**config.mk**
```make
export PLATFORM = sky130hd
export DESIGN_NAME = can_rx_message_fifo
export DESIGN_NICKNAME = d
export VERILOG_FILES = /design/src/sv/cmf_pkg.sv /design/src/sv/cmf_ram.sv /design/src/sv/cmf_ctrl.sv /design/src/sv/cmf_dp.sv /design/src/sv/can_rx_message_fifo.sv
export SDC_FILE = /design/constraint.sdc
export NUM_CORES = 1
export LEC_CHECK = 0
export ABC_AREA = 1
export BUFFER_PORTS_ARGS = -buffer_cell sky130_fd_sc_hd__buf_2
export CAP_MARGIN = 20
export CORE_MARGIN = 2
export CORE_UTILIZATION = 27
export DETAILED_ROUTE_END_ITERATION = 16
export PLACE_DENSITY = 0.42
export SETUP_SLACK_MARGIN = 0.4
export SYNTH_ARGS = -nofsm -noshare
export SYNTH_HDL_FRONTEND = slang
export SYNTH_HIERARCHICAL = 1
export SYNTH_SLANG_ARGS = --single-unit
```
**constraint.sdc**
```tcl
create_clock -name clk_i -period 6.25 [get_ports clk_i]
set_input_delay 0.625 -clock clk_i [delete_from_list [all_inputs] [get_ports clk_i]]
set_output_delay 0.625 -clock clk_i [all_outputs]
set_load 0.005 [all_outputs]
```
**src/sv/cmf_pkg.sv**
```systemverilog
package cmf_pkg;

  // Ring geometry
  localparam int DEPTH = 8;
  localparam int IDX_W = $clog2(DEPTH);

  // Message field widths
  localparam int ID_W   = 11;
  localparam int LEN_W  = 4;
  localparam int PAY_W  = 64;
  localparam int HDR_W  = 32;
  localparam int SLOT_W = ID_W + LEN_W + PAY_W;

  // Header field positions
  localparam int ID_LSB  = 18;
  localparam int LEN_LSB = 16;

  // Stream widths
  localparam int IN_DATA_W  = 2 * HDR_W + PAY_W;
  localparam int OUT_USED_W = 3 + ID_W + LEN_W + PAY_W;
  localparam int OUT_DATA_W = ((OUT_USED_W + 7) / 8) * 8;
  localparam int OUT_PAD_W  = OUT_DATA_W - OUT_USED_W;

  // Command selector carried in tuser
  localparam logic CMD_PUSH = 1'b0;
  localparam logic CMD_POP  = 1'b1;

  // Controller to datapath commands
  typedef struct packed {
    logic take;  // request accepted this cycle
    logic fill;  // load popped slot from RAM read data
  } cmf_ctrl_t;

  // Datapath to controller status
  typedef struct packed {
    logic pop_hit;  // current request is a pop on a non-empty ring
  } cmf_stat_t;

  // Advance a ring index with wrap
  function automatic logic [IDX_W-1:0] ring_next(input logic [IDX_W-1:0] idx);
    return (idx == IDX_W'(DEPTH - 1)) ? '0 : idx + 1'b1;
  endfunction

endpackage

```
**src/sv/cmf_ram.sv**
```systemverilog
module cmf_ram #(
  parameter int WIDTH = 8,
  parameter int DEPTH = 8
) (
  input  logic                     clk_i,
  input  logic                     we_i,
  input  logic [$clog2(DEPTH)-1:0] waddr_i,
  input  logic [WIDTH-1:0]         wdata_i,
  input  logic                     re_i,
  input  logic [$clog2(DEPTH)-1:0] raddr_i,
  output logic [WIDTH-1:0]         rdata_o
);

  logic [WIDTH-1:0] mem_q [DEPTH];
  logic [WIDTH-1:0] rdata_q;

  // Write port
  always_ff @(posedge clk_i) begin
    if (we_i) begin
      mem_q[waddr_i] <= wdata_i;
    end
  end

  // Registered read port
  always_ff @(posedge clk_i) begin
    if (re_i) begin
      rdata_q <= mem_q[raddr_i];
    end
  end

  assign rdata_o = rdata_q;

endmodule

```
**src/sv/cmf_ctrl.sv**
```systemverilog
module cmf_ctrl (
  input  logic                clk_i,
  input  logic                rst_ni,
  input  logic                s_axis_tvalid_i,
  output logic                s_axis_tready_o,
  output logic                m_axis_tvalid_o,
  input  logic                m_axis_tready_i,
  input  cmf_pkg::cmf_stat_t  stat_i,
  output cmf_pkg::cmf_ctrl_t  ctrl_o
);

  typedef enum logic [1:0] {
    ST_IDLE = 2'b01,
    ST_LOAD = 2'b10
  } cmf_state_e;

  cmf_state_e state_q, state_d;
  logic       out_valid_q, out_valid_d;
  logic       out_free;
  logic       take;

  // Output register is free when empty or drained this cycle
  assign out_free        = !out_valid_q || m_axis_tready_i;
  assign s_axis_tready_o = (state_q == ST_IDLE) && out_free;
  assign take            = s_axis_tvalid_i && s_axis_tready_o;

  assign ctrl_o.take = take;
  assign ctrl_o.fill = (state_q == ST_LOAD);

  // Next state
  always_comb begin
    state_d = state_q;
    unique case (state_q)
      ST_IDLE: begin
        if (take && stat_i.pop_hit) begin
          state_d = ST_LOAD;
        end
      end
      ST_LOAD: begin
        state_d = ST_IDLE;
      end
      default: begin
        state_d = ST_IDLE;
      end
    endcase
  end

  // Output valid tracking
  always_comb begin
    out_valid_d = out_valid_q;
    if ((take && !stat_i.pop_hit) || (state_q == ST_LOAD)) begin
      out_valid_d = 1'b1;
    end else if (m_axis_tready_i) begin
      out_valid_d = 1'b0;
    end
  end

  always_ff @(posedge clk_i or negedge rst_ni) begin
    if (!rst_ni) begin
      state_q     <= ST_IDLE;
      out_valid_q <= 1'b0;
    end else begin
      state_q     <= state_d;
      out_valid_q <= out_valid_d;
    end
  end

  assign m_axis_tvalid_o = out_valid_q;

`ifndef SYNTHESIS
  // A pop that waits on RAM data never finds a result still pending
  assert property (@(posedge clk_i) disable iff (!rst_ni)
    (state_q == ST_LOAD) |-> !out_valid_q)
    else $error("output register busy during RAM load");

  // A pop on a non-empty ring goes through the load cycle
  assert property (@(posedge clk_i) disable iff (!rst_ni)
    (take && stat_i.pop_hit) |=> (state_q == ST_LOAD))
    else $error("pop hit did not enter load state");

  // The load cycle always presents its result
  assert property (@(posedge clk_i) disable iff (!rst_ni)
    (state_q == ST_LOAD) |=> (out_valid_q && state_q == ST_IDLE))
    else $error("load cycle did not produce a result");
`endif

endmodule

```
**src/sv/cmf_dp.sv**
```systemverilog
module cmf_dp (
  input  logic                              clk_i,
  input  logic                              rst_ni,
  input  logic [cmf_pkg::IN_DATA_W-1:0]     s_axis_tdata_i,
  input  logic                              s_axis_tuser_i,
  output logic [cmf_pkg::OUT_DATA_W-1:0]    m_axis_tdata_o,
  input  cmf_pkg::cmf_ctrl_t                ctrl_i,
  output cmf_pkg::cmf_stat_t                stat_o
);

  logic [cmf_pkg::IDX_W-1:0]  wr_q, wr_d, rd_q, rd_d;
  logic [cmf_pkg::IDX_W-1:0]  wr_nxt, rd_nxt;
  logic                       full, empty, is_pop;
  logic [cmf_pkg::HDR_W-1:0]  hdr0, hdr1;
  logic [cmf_pkg::PAY_W-1:0]  pay_in;
  logic [cmf_pkg::SLOT_W-1:0] slot_wdata, slot_rdata;
  logic                       ram_we, ram_re;

  logic                       acc_q, acc_d, dlv_q, dlv_d, mail_q, mail_d;
  logic [cmf_pkg::ID_W-1:0]   id_q, id_d;
  logic [cmf_pkg::LEN_W-1:0]  len_q, len_d;
  logic [cmf_pkg::PAY_W-1:0]  pay_q, pay_d;

  // Unpack request
  assign hdr0   = s_axis_tdata_i[cmf_pkg::HDR_W-1:0];
  assign hdr1   = s_axis_tdata_i[2*cmf_pkg::HDR_W-1:cmf_pkg::HDR_W];
  assign pay_in = s_axis_tdata_i[cmf_pkg::IN_DATA_W-1:2*cmf_pkg::HDR_W];
  assign is_pop = (s_axis_tuser_i == cmf_pkg::CMD_POP);

  // Ring occupancy
  assign wr_nxt = cmf_pkg::ring_next(wr_q);
  assign rd_nxt = cmf_pkg::ring_next(rd_q);
  assign full   = (wr_nxt == rd_q);
  assign empty  = (wr_q == rd_q);

  assign stat_o.pop_hit = is_pop && !empty;

  // Slot word: id lowest, then length, then payload
  assign slot_wdata = {pay_in,
                       hdr1[cmf_pkg::LEN_LSB +: cmf_pkg::LEN_W],
                       hdr0[cmf_pkg::ID_LSB +: cmf_pkg::ID_W]};
  assign ram_we = ctrl_i.take && !is_pop;
  assign ram_re = ctrl_i.take && is_pop && !empty;

  cmf_ram #(
    .WIDTH (cmf_pkg::SLOT_W),
    .DEPTH (cmf_pkg::DEPTH)
  ) u_ram (
    .clk_i   (clk_i),
    .we_i    (ram_we),
    .waddr_i (wr_q),
    .wdata_i (slot_wdata),
    .re_i    (ram_re),
    .raddr_i (rd_q),
    .rdata_o (slot_rdata)
  );

  // Index and result register updates
  always_comb begin
    wr_d   = wr_q;
    rd_d   = rd_q;
    acc_d  = acc_q;
    dlv_d  = dlv_q;
    mail_d = mail_q;
    id_d   = id_q;
    len_d  = len_q;
    pay_d  = pay_q;
    if (ctrl_i.take) begin
      id_d  = '0;
      len_d = '0;
      pay_d = '0;
      if (!is_pop) begin
        wr_d   = full ? wr_q : wr_nxt;
        acc_d  = !full;
        dlv_d  = 1'b0;
        mail_d = (wr_d != rd_q);
      end else begin
        rd_d   = empty ? rd_q : rd_nxt;
        acc_d  = 1'b0;
        dlv_d  = !empty;
        mail_d = (rd_d != wr_q);
      end
    end else if (ctrl_i.fill) begin
      id_d  = slot_rdata[cmf_pkg::ID_W-1:0];
      len_d = slot_rdata[cmf_pkg::ID_W +: cmf_pkg::LEN_W];
      pay_d = slot_rdata[cmf_pkg::ID_W+cmf_pkg::LEN_W +: cmf_pkg::PAY_W];
    end
  end

  always_ff @(posedge clk_i or negedge rst_ni) begin
    if (!rst_ni) begin
      wr_q <= '0;
      rd_q <= '0;
    end else begin
      wr_q <= wr_d;
      rd_q <= rd_d;
    end
  end

  // Result payload, no reset
  always_ff @(posedge clk_i) begin
    acc_q  <= acc_d;
    dlv_q  <= dlv_d;
    mail_q <= mail_d;
    id_q   <= id_d;
    len_q  <= len_d;
    pay_q  <= pay_d;
  end

  assign m_axis_tdata_o = {{cmf_pkg::OUT_PAD_W{1'b0}}, mail_q, pay_q, len_q, id_q,
                           dlv_q, acc_q};

endmodule

```
**src/sv/can_rx_message_fifo.sv**
```systemverilog
// Channel  Dir  Ports          Contents
// s_axis   in   tdata/tuser    request: push element or pop oldest message
// m_axis   out  tdata          one result per request
//
// A pop that finds a message passes through the load state for the registered
// read of the slot RAM; a push or a pop on an empty ring does not.
// The single output register lets a new request in while its result is taken.
// Reset (asynchronous, active low) clears both ring indices; slot contents
// stay undefined until written and need no clearing pass.
// A stalled output holds its result and blocks new requests.
module can_rx_message_fifo (
  input  logic                           clk_i,
  input  logic                           rst_ni,
  // tdata: header_word0 [31:0], header_word1 [63:32], payload_in [127:64]
  input  logic [cmf_pkg::IN_DATA_W-1:0]  s_axis_tdata_i,
  // tuser: cmd [0]
  input  logic                           s_axis_tuser_i,
  input  logic                           s_axis_tvalid_i,
  output logic                           s_axis_tready_o,
  // tdata: accepted [0], delivered [1], msg_id [12:2], msg_length [16:13],
  //        payload_out [80:17], mail_waiting [81], zero pad [87:82]
  output logic [cmf_pkg::OUT_DATA_W-1:0] m_axis_tdata_o,
  output logic                           m_axis_tvalid_o,
  input  logic                           m_axis_tready_i
);

  cmf_pkg::cmf_ctrl_t ctrl;
  cmf_pkg::cmf_stat_t stat;

  // Handshake sequencing
  cmf_ctrl u_ctrl (
    .clk_i           (clk_i),
    .rst_ni          (rst_ni),
    .s_axis_tvalid_i (s_axis_tvalid_i),
    .s_axis_tready_o (s_axis_tready_o),
    .m_axis_tvalid_o (m_axis_tvalid_o),
    .m_axis_tready_i (m_axis_tready_i),
    .stat_i          (stat),
    .ctrl_o          (ctrl)
  );

  // Ring indices, slot RAM and result register
  cmf_dp u_dp (
    .clk_i          (clk_i),
    .rst_ni         (rst_ni),
    .s_axis_tdata_i (s_axis_tdata_i),
    .s_axis_tuser_i (s_axis_tuser_i),
    .m_axis_tdata_o (m_axis_tdata_o),
    .ctrl_i         (ctrl),
    .stat_o         (stat)
  );

endmodule

```
==> out/results.tsv, run 1 <==
stage	metric	value	unit
run_status	status	completed	
grt	antenna_found_initial	20	
route	met1_length	42.04	mm
timing	finalCriticalPeriod	3663	ps
finish	nNetsFinal	3582	
route	via_count	20930	
clock_tree	cts_sinks	802	
pwr	p_total	0.01622	W
setup_path	reg2reg_slack	2590	ps
pwr	switching_power	0.005483	W
setup_path	cp-start-kind	flop	
synthesis	syn_area_per_cell	10.14	um^2
finish	final_cell_mix	1222 x nand2_1, 714 x edfxtp_1, 655 x inv_1	
route	top_layer_used	met5	
place	place.gp.congestion	0.6993	
clock_tree	cts_buffers	93	
floorplanning	core_area	0.1233	mm^2
pwr	p_leak	16.99	nW
synthesis	synth-seq-cells	802	
finish	syn2layout_area_growth	16.57	%
flow_run	maxCapViolations	0	
grt	grt_max_degree	172	
route	drtAntennaViolNets	0	
worst_hold_path	whs_path_depth	3	
setup_path	reg2reg_from	u_ctrl/state_q[0]	
pwr	switching_share	0.3381	
grt	grt_pass1_vias	20110	
route	dr_wl_met2	39.17	mm
grt	grt_pass1_wl	130.3	mm
synthesis	synth_cell_types	26	
route	drt-pass1-iter-count	7	
floorplanning	dieArea	0.1267	mm^2
setup_path	worst-path-max-fanout	38	
timing	clock_skew	26.89	ps
setup_path	worstPathArrival	3940	ps
synthesis	syn_inst	3297	
route	wl	87.02	mm
grt	grt_usage	0.1371	
floorplanning	initial_core_util	0.2712	
clock_tree	ctsResizeCount	0	
setup_path	criticalPathCategory	flop to flop	
clock_tree	cts_setup_buffers	0	
floorplanning	dieHeight	355.9	um
worst_hold_path	min_path_type	input pin to flop	
pwr	p_comb_frac	0.262	
pwr	p_int	0.01074	W
timing	finalSetupTns	0	ps
timing	finalCritPeriodShare	0.5861	
route	wl_per_cell	16.87	um
synthesis	yosysTopAreaCellShare	0.6411	
synthesis	ys_seq_area_frac	0.6952	
timing	tightestPinTransition	1062	ps
clock_tree	clockRootBuffer	clkbuf_16	
route	viasPerCell	4.058	
synthesis	synth_area	0.03344	mm^2
route	drc_errors	0	
setup_path	cp.required	6530	ps
pwr	irDropWorstVdd	0.3805	mV
finish	mostFrequentLayoutCell	nand2_1	
route	drt_iter0_markers	1087	
clock_tree	cts_tree	yes	
clock_tree	cts.htree.levels	3	
finish	drive_above_1_share	0.1023	
timing	rsz0062_at_grt	false	
synthesis	synth_area_leaders	edfxtp_1 64%, nand2_1 14%, inv_1 7.4%, nand3_1 4.9%, dfxtp_1 4.7%	
clock_tree	holdBufCountCts	1	
floorplanning	ioPinCount	223	
synthesis	yosysTopAreaCell	edfxtp_1	
setup_path	cp-end-kind	flop	
clock_tree	clockBufferDepth	3	
floorplanning	std_cell_rows	129	
timing	hold_violations	0	
setup_path	worstReg2RegEnd	u_dp/u_ram/mem_q[2][28]	
place	port_buffers	167	
pwr	p_clk_frac	0.322	
grt	gr-total-overflow	0	
worst_hold_path	min_to	u_ctrl/m_axis_tvalid_o	
pwr	seqPwrFrac	0.417	
timing	fmax	0.2730	GHz
finish	num-fill-cells	12630	
synthesis	synth_warnings	6	
clock_tree	clk_pin_slew_worst_paths	50	ps
timing	relSlewSlack	0.2919	
clock_tree	clk_latency	660	ps
pwr	p_per_area	416.0	mW/mm^2
worst_hold_path	worstHoldStart	s_axis_tvalid_i	
floorplanning	die_w	355.9	um
timing	setup_viol	0	
route	wl_met3	4.184	mm
setup_path	rr_worst_depth	10	
place	hpwlAfterDp	45.31	mm
timing	drv_slew	0	
power groups by stage:
stage                     Combinational [W]  Clock, W  Sequential [W]
final                               0.00425   0.00522         0.00676
after global routing                0.00489   0.00561         0.00681
after CTS                           0.00438   0.00541         0.00677
after detailed placement            0.00436         0         0.00688
after global placement              0.00438         0         0.00687
after floorplan                     0.00302         0         0.00675
synth_stat cells:
| cell | number |
|---|---|
| o21ai_0 | 7 |
| nand2_4 | 4 |
| inv_1 | 656 |
| inv_2 | 7 |
| xnor2_1 | 2 |
| conb_1 | 1 |
| dfxtp_1 | 79 |
| buf_1 | 10 |
| nand2_1 | 1222 |
| edfxtp_1 | 714 |
| dfrtp_1 | 8 |
| or2_2 | 1 |
| nand3_1 | 328 |
| or2_0 | 1 |
| dfstp_2 | 1 |
| nand4_1 | 1 |
| nand2_2 | 4 |
| a21oi_1 | 83 |
| nor3_2 | 1 |
| buf_4 | 15 |
| ha_1 | 4 |
| nor2_1 | 13 |
| buf_2 | 95 |
| nor2_8 | 1 |
| clkbuf_1 | 37 |
| nor2_4 | 2 |
cell type report:
type	count	area (um^2)	area share
timing repair buffer	205	1224	0.03139
clock buffer	126	2524	0.06474
tap	1637	2048	0.05254
sequential	802	23260	0.5967
antenna	2	5.005	0.0001284
inverter	663	2509	0.06435
multi-input combinational	1680	7027	0.1802
clock inverter	44	387.9	0.009950
critical path, stage by stage (launching register included):
cell,delay [ps]
dfstp_2,570
inv_2,50
nor2_4,100
nand2_4,70
nor2_4,70
buf_4,450
nand2_1,200
inv_1,130
nand2_1,240
nor2_4,800
buf_4,560
flip-flops by register name, summed over array words and instances (netlist names):
name and count:
u_dp/rd_q 3, u_dp/u_ram/mem_q 632, u_dp/len_q 4, u_dp/u_ram/rdata_o 79, u_ctrl/state_q 2, u_dp/mail_q 1, u_dp/dlv_q 1, u_dp/acc_q 1
u_ctrl/m_axis_tvalid_o 1, u_dp/id_q 11, u_dp/pay_q 64, u_dp/wr_q 3
metal layers:
metal / global-route usage / vias up
met3: 0.03068 / 121
met4: 0.03460 / 24
li1: - / 10640
met2: 0.2168 / 309
met1: 0.1898 / 9845
met5: 0 / -
metrics by stage:
step                setup slack [ps]    util  instances  cell area, um^2  hold slack, ps
global placement                2321  0.2924       4986            36060           447.5
global route                    2266  0.3161       5157            38980           207.8
floorplan                      931.8       -       3302            33460           329.4
CTS                             2444  0.3161       5157            38980           160.0
detailed placement              2320  0.2924       4986            36060           451.2
finish                          2587  0.3161       5159            38980           237.4
worst max path at each step:
stage               cells past startpoint              start                       to
finish                                 10  u_ctrl/state_q[0]  u_dp/u_ram/mem_q[2][28]
global route                           10  u_ctrl/state_q[0]  u_dp/u_ram/mem_q[1][28]
CTS                                    10  u_ctrl/state_q[0]  u_dp/u_ram/mem_q[2][28]
detailed placement                     11    m_axis_tready_i  u_dp/u_ram/mem_q[2][35]
global placement                       11    m_axis_tready_i  u_dp/u_ram/mem_q[1][28]
floorplan                              10    m_axis_tready_i   u_dp/u_ram/mem_q[1][0]
logic make-up (layout without fill, tap and decap cells):
group                      Yosys count  in the layout  synth area share
xor gates and xnor gates             2              2         0.0005239
DFF                                802            802            0.6952
buffers and inverters              820           1038           0.09728
AOI/OAI and AO/OA                   90             90           0.01347
other                                1              8         0.0001121
adders and majority gates            4              4          0.001497
and+or+nand+nor                   1578           1578            0.1919
No activity file was read; power rests on OpenSTA's default activity.
==> run 2: changes to the inputs <==
--- a/config.mk
+++ b/config.mk
@@ -11,7 +11,7 @@
 export CORE_MARGIN = 2
 export CORE_UTILIZATION = 27
 export DETAILED_ROUTE_END_ITERATION = 16
-export PLACE_DENSITY = 0.42
+export PLACE_DENSITY = 0.43
 export SETUP_SLACK_MARGIN = 0.4
 export SYNTH_ARGS = -nofsm -noshare
 export SYNTH_HDL_FRONTEND = slang
==> constraint.sdc (replaced) <==
create_clock -name clk_i -period 3.07 [get_ports clk_i]
set_input_delay 0.307 -clock clk_i [delete_from_list [all_inputs] [get_ports clk_i]]
set_output_delay 0.307 -clock clk_i [all_outputs]
set_load 0.005 [all_outputs]
==> out/results.tsv, run 2 (same netlist as run 1, synthesis figures left out) <==
stage	metric	value	unit	change
run_status	status	completed		unchanged
floorplanning	ioPinCount	223		unchanged
timing	relSlewSlack	0.4021		was 0.2919
floorplanning	die_w	355.9	um	unchanged
grt	grt_pass1_wl	135.3	mm	was 130.3 mm
finish	largest_reg_flops	632		unchanged
timing	setup_viol	0		unchanged
grt	gr-total-overflow	0		unchanged
grt	antenna_found_initial	14		was 20
clock_tree	cts_sinks	802		unchanged
clock_tree	cts_tree	yes		unchanged
route	drt-pass1-iter-count	5		was 7
setup_path	cp_common_cell	nor2_4		unchanged
place	place.gp.congestion	0.6931		was 0.6993
finish	final_cell_mix	1219 x nand2_1, 714 x edfxtp_1, 654 x inv_1		was 1222 x nand2_1, 714 x edfxtp_1, 655 x inv_1
floorplanning	std_cell_rows	129		unchanged
finish	largest-register	u_dp/u_ram/mem_q		unchanged
finish	multi_input_comb_area	0.007058	mm^2	was 0.007027 mm^2
setup_path	crit_family	simple AND/OR/NAND/NOR gates		unchanged
finish	num-fill-cells	12590		was 12.63k
floorplanning	core_area	0.1233	mm^2	unchanged
pwr	p_per_area	834.2	mW/mm^2	was 416.0 mW/mm^2
setup_path	worstPathArrival	2820	ps	was 3940 ps
timing	rsz0062_at_grt	false		unchanged
timing	finalCritPeriodShare	0.7960		was 0.5861
place	place_ws	592.5	ps	was 2320 ps
floorplanning	dieArea	0.1267	mm^2	unchanged
clock_tree	clockRootBuffer	clkbuf_16		unchanged
grt	grt_max_degree	162		was 172
grt	grt_usage	0.1433		was 0.1371
clock_tree	cts_setup_buffers	0		unchanged
finish	syn2layout_area_growth	20.60	%	was 16.57%
route	wl_per_cell	17.13	um	was 16.87 um
route	wl	90.24	mm	was 87.02 mm
clock_tree	cts_buffers	95		was 93
setup_path	crit_path_cell_trace	inv_2 > nor2_4 > nand2_4 > nor2_4 > nand2_4 > inv_6 > nand2_8 > nor2_4 > buf_12		was inv_2 > nor2_4 > nand2_4 > nor2_4 > buf_4 > nand2_1 > inv_1 > nand2_1 > nor2_4 > buf_4
timing	finalSetupTns	0	ps	unchanged
timing	finalCriticalPeriod	2444	ps	was 3663 ps
route	via_count	21590		was 20.93k
clock_tree	holdBufCountCts	84		was 1
timing	setup_slack	626.4	ps	was 2587 ps
pwr	irDropWorstVdd	0.5940	mV	was 0.3805 mV
finish	nNetsFinal	3681		was 3582
setup_path	criticalPathCategory	flop to flop		unchanged
timing	fmax	0.4092	GHz	was 0.2730 GHz
setup_path	cp.required	3440	ps	was 6530 ps
setup_path	crit_buf_inv	3		was 4
route	drt_iter0_markers	1309		was 1087
timing	clock_skew	17.52	ps	was 26.89 ps
clock_tree	clk_pin_slew_worst_paths	50	ps	about the same
floorplanning	initial_core_util	0.2712		unchanged
finish	drive_above_1_share	0.1085		was 0.1023
timing	drv_slew	0		unchanged
place	port_buffers	167		unchanged
route	drtAntennaViolNets	0		unchanged
route	drc_errors	0		unchanged
setup_path	cp-end-kind	flop		unchanged
worst_hold_path	min_path_type	input pin to asynchronous set/reset pin		was input pin to flop
clock_tree	ctsResizeCount	0		unchanged
setup_path	worst-path-max-fanout	23		was 38
timing	hold_violations	0		unchanged
grt	grt_pass1_vias	20780		was 20.11k
pwr	p_leak	17.54	nW	was 16.99 nW
setup_path	cpMaxStageDelayCell	dfstp_2		was nor2_4
finish	regArea	0.02326	mm^2	unchanged
place	hpwlAfterDp	47.18	mm	was 45.31 mm
setup_path	cp-start-kind	flop		unchanged
finish	mostFrequentLayoutCell	nand2_1		unchanged
route	viasPerCell	4.099		was 4.058
setup_path	critical_path.max_stage_delay	570	ps	was 800 ps
timing	tightestPinTransition	896.9	ps	was 1062 ps
clock_tree	clk_latency	690	ps	was 660 ps
clock_tree	cts.htree.levels	3		unchanged
flow_run	maxCapViolations	0		unchanged
floorplanning	dieHeight	355.9	um	unchanged
clock_tree	clockBufferDepth	3		unchanged
run 2: changes by cell type in the layout (fill, tap and decap cells not counted), sizes merged:
cell / previous run / this run
dlygate4sd3: 1 / 84
buf: 204 / 218
diode: 2 / 8
clkinvlp: 2 / 6
bufinv: 6 / 5
clkbuf: 126 / 127
inv: 665 / 666
run 2: area by class of cell:
| cell class | count | share of cell area |
|---|---|---|
| Antenna cell | 8 | 0.0004964 |
| Timing Repair Buffer | 302 | 0.06068 |
| Multi-Input combinational cell | 1680 | 0.1750 |
| Tap cell | 1637 | 0.05078 |
| Clock inverter | 48 | 0.009741 |
| Clock buffer | 127 | 0.06425 |
| Sequential cell | 802 | 0.5767 |
| Inverter | 663 | 0.06235 |
run 2: metrics by stage:
step                      utilization  area, um^2  cells  total power, W  hold slack, ps
after floorplan                     -       33570   3302         0.01992           11.41
after global placement         0.2959       36490   5000         0.02316           209.1
after detailed placement       0.2959       36490   5000         0.02316           209.9
after CTS                      0.3269       40310   5259         0.03433           19.54
after global routing           0.3270       40320   5263         0.03585           52.41
final                          0.3271       40330   5267         0.03364           73.41
run 2: worst reg2reg max path, cell delays in order (launching register included):
cell     delay [ps]
dfstp_2         570
inv_2            50
nor2_4          110
nand2_4          80
nor2_4          200
nand2_4         110
inv_6            90
nand2_8          80
nor2_4          530
buf_12          290
run 2: layer usage:
layer / GRT usage / vias to the layer above / share of wire
met2: 0.2359 / 319 / 0.47
met1: 0.1928 / 10280 / 0.47
met3: 0.02909 / 123 / 0.041
met5: 0 / - / 0.0010
li1: - / 10850 / -
met4: 0.03553 / 14 / 0.017
run 2: power by group:
group,internal (W),switching [W],leakage (nW)
logic,0.00273,0.00632,8.88
registers,0.0132,0.000535,7.20
clock network,0.00634,0.00452,1.46
run 2: path summary, 6_finish.rpt:
path                                     from                 endpoint  slack, ps  depth (start not counted)
max                         u_ctrl/state_q[0]  u_dp/u_ram/mem_q[1][44]        630                          9
min                                    rst_ni        u_ctrl/state_q[1]         70                          2
max reg2reg                 u_ctrl/state_q[0]  u_dp/u_ram/mem_q[1][44]        630                          9
min reg2reg                    u_dp/pay_q[56]           u_dp/pay_q[56]        460                          2
max in group asynchronous              rst_ni        u_ctrl/state_q[0]       2720                          2
min in group clk_i         s_axis_tdata_i[67]  u_dp/u_ram/mem_q[6][18]        440                          2
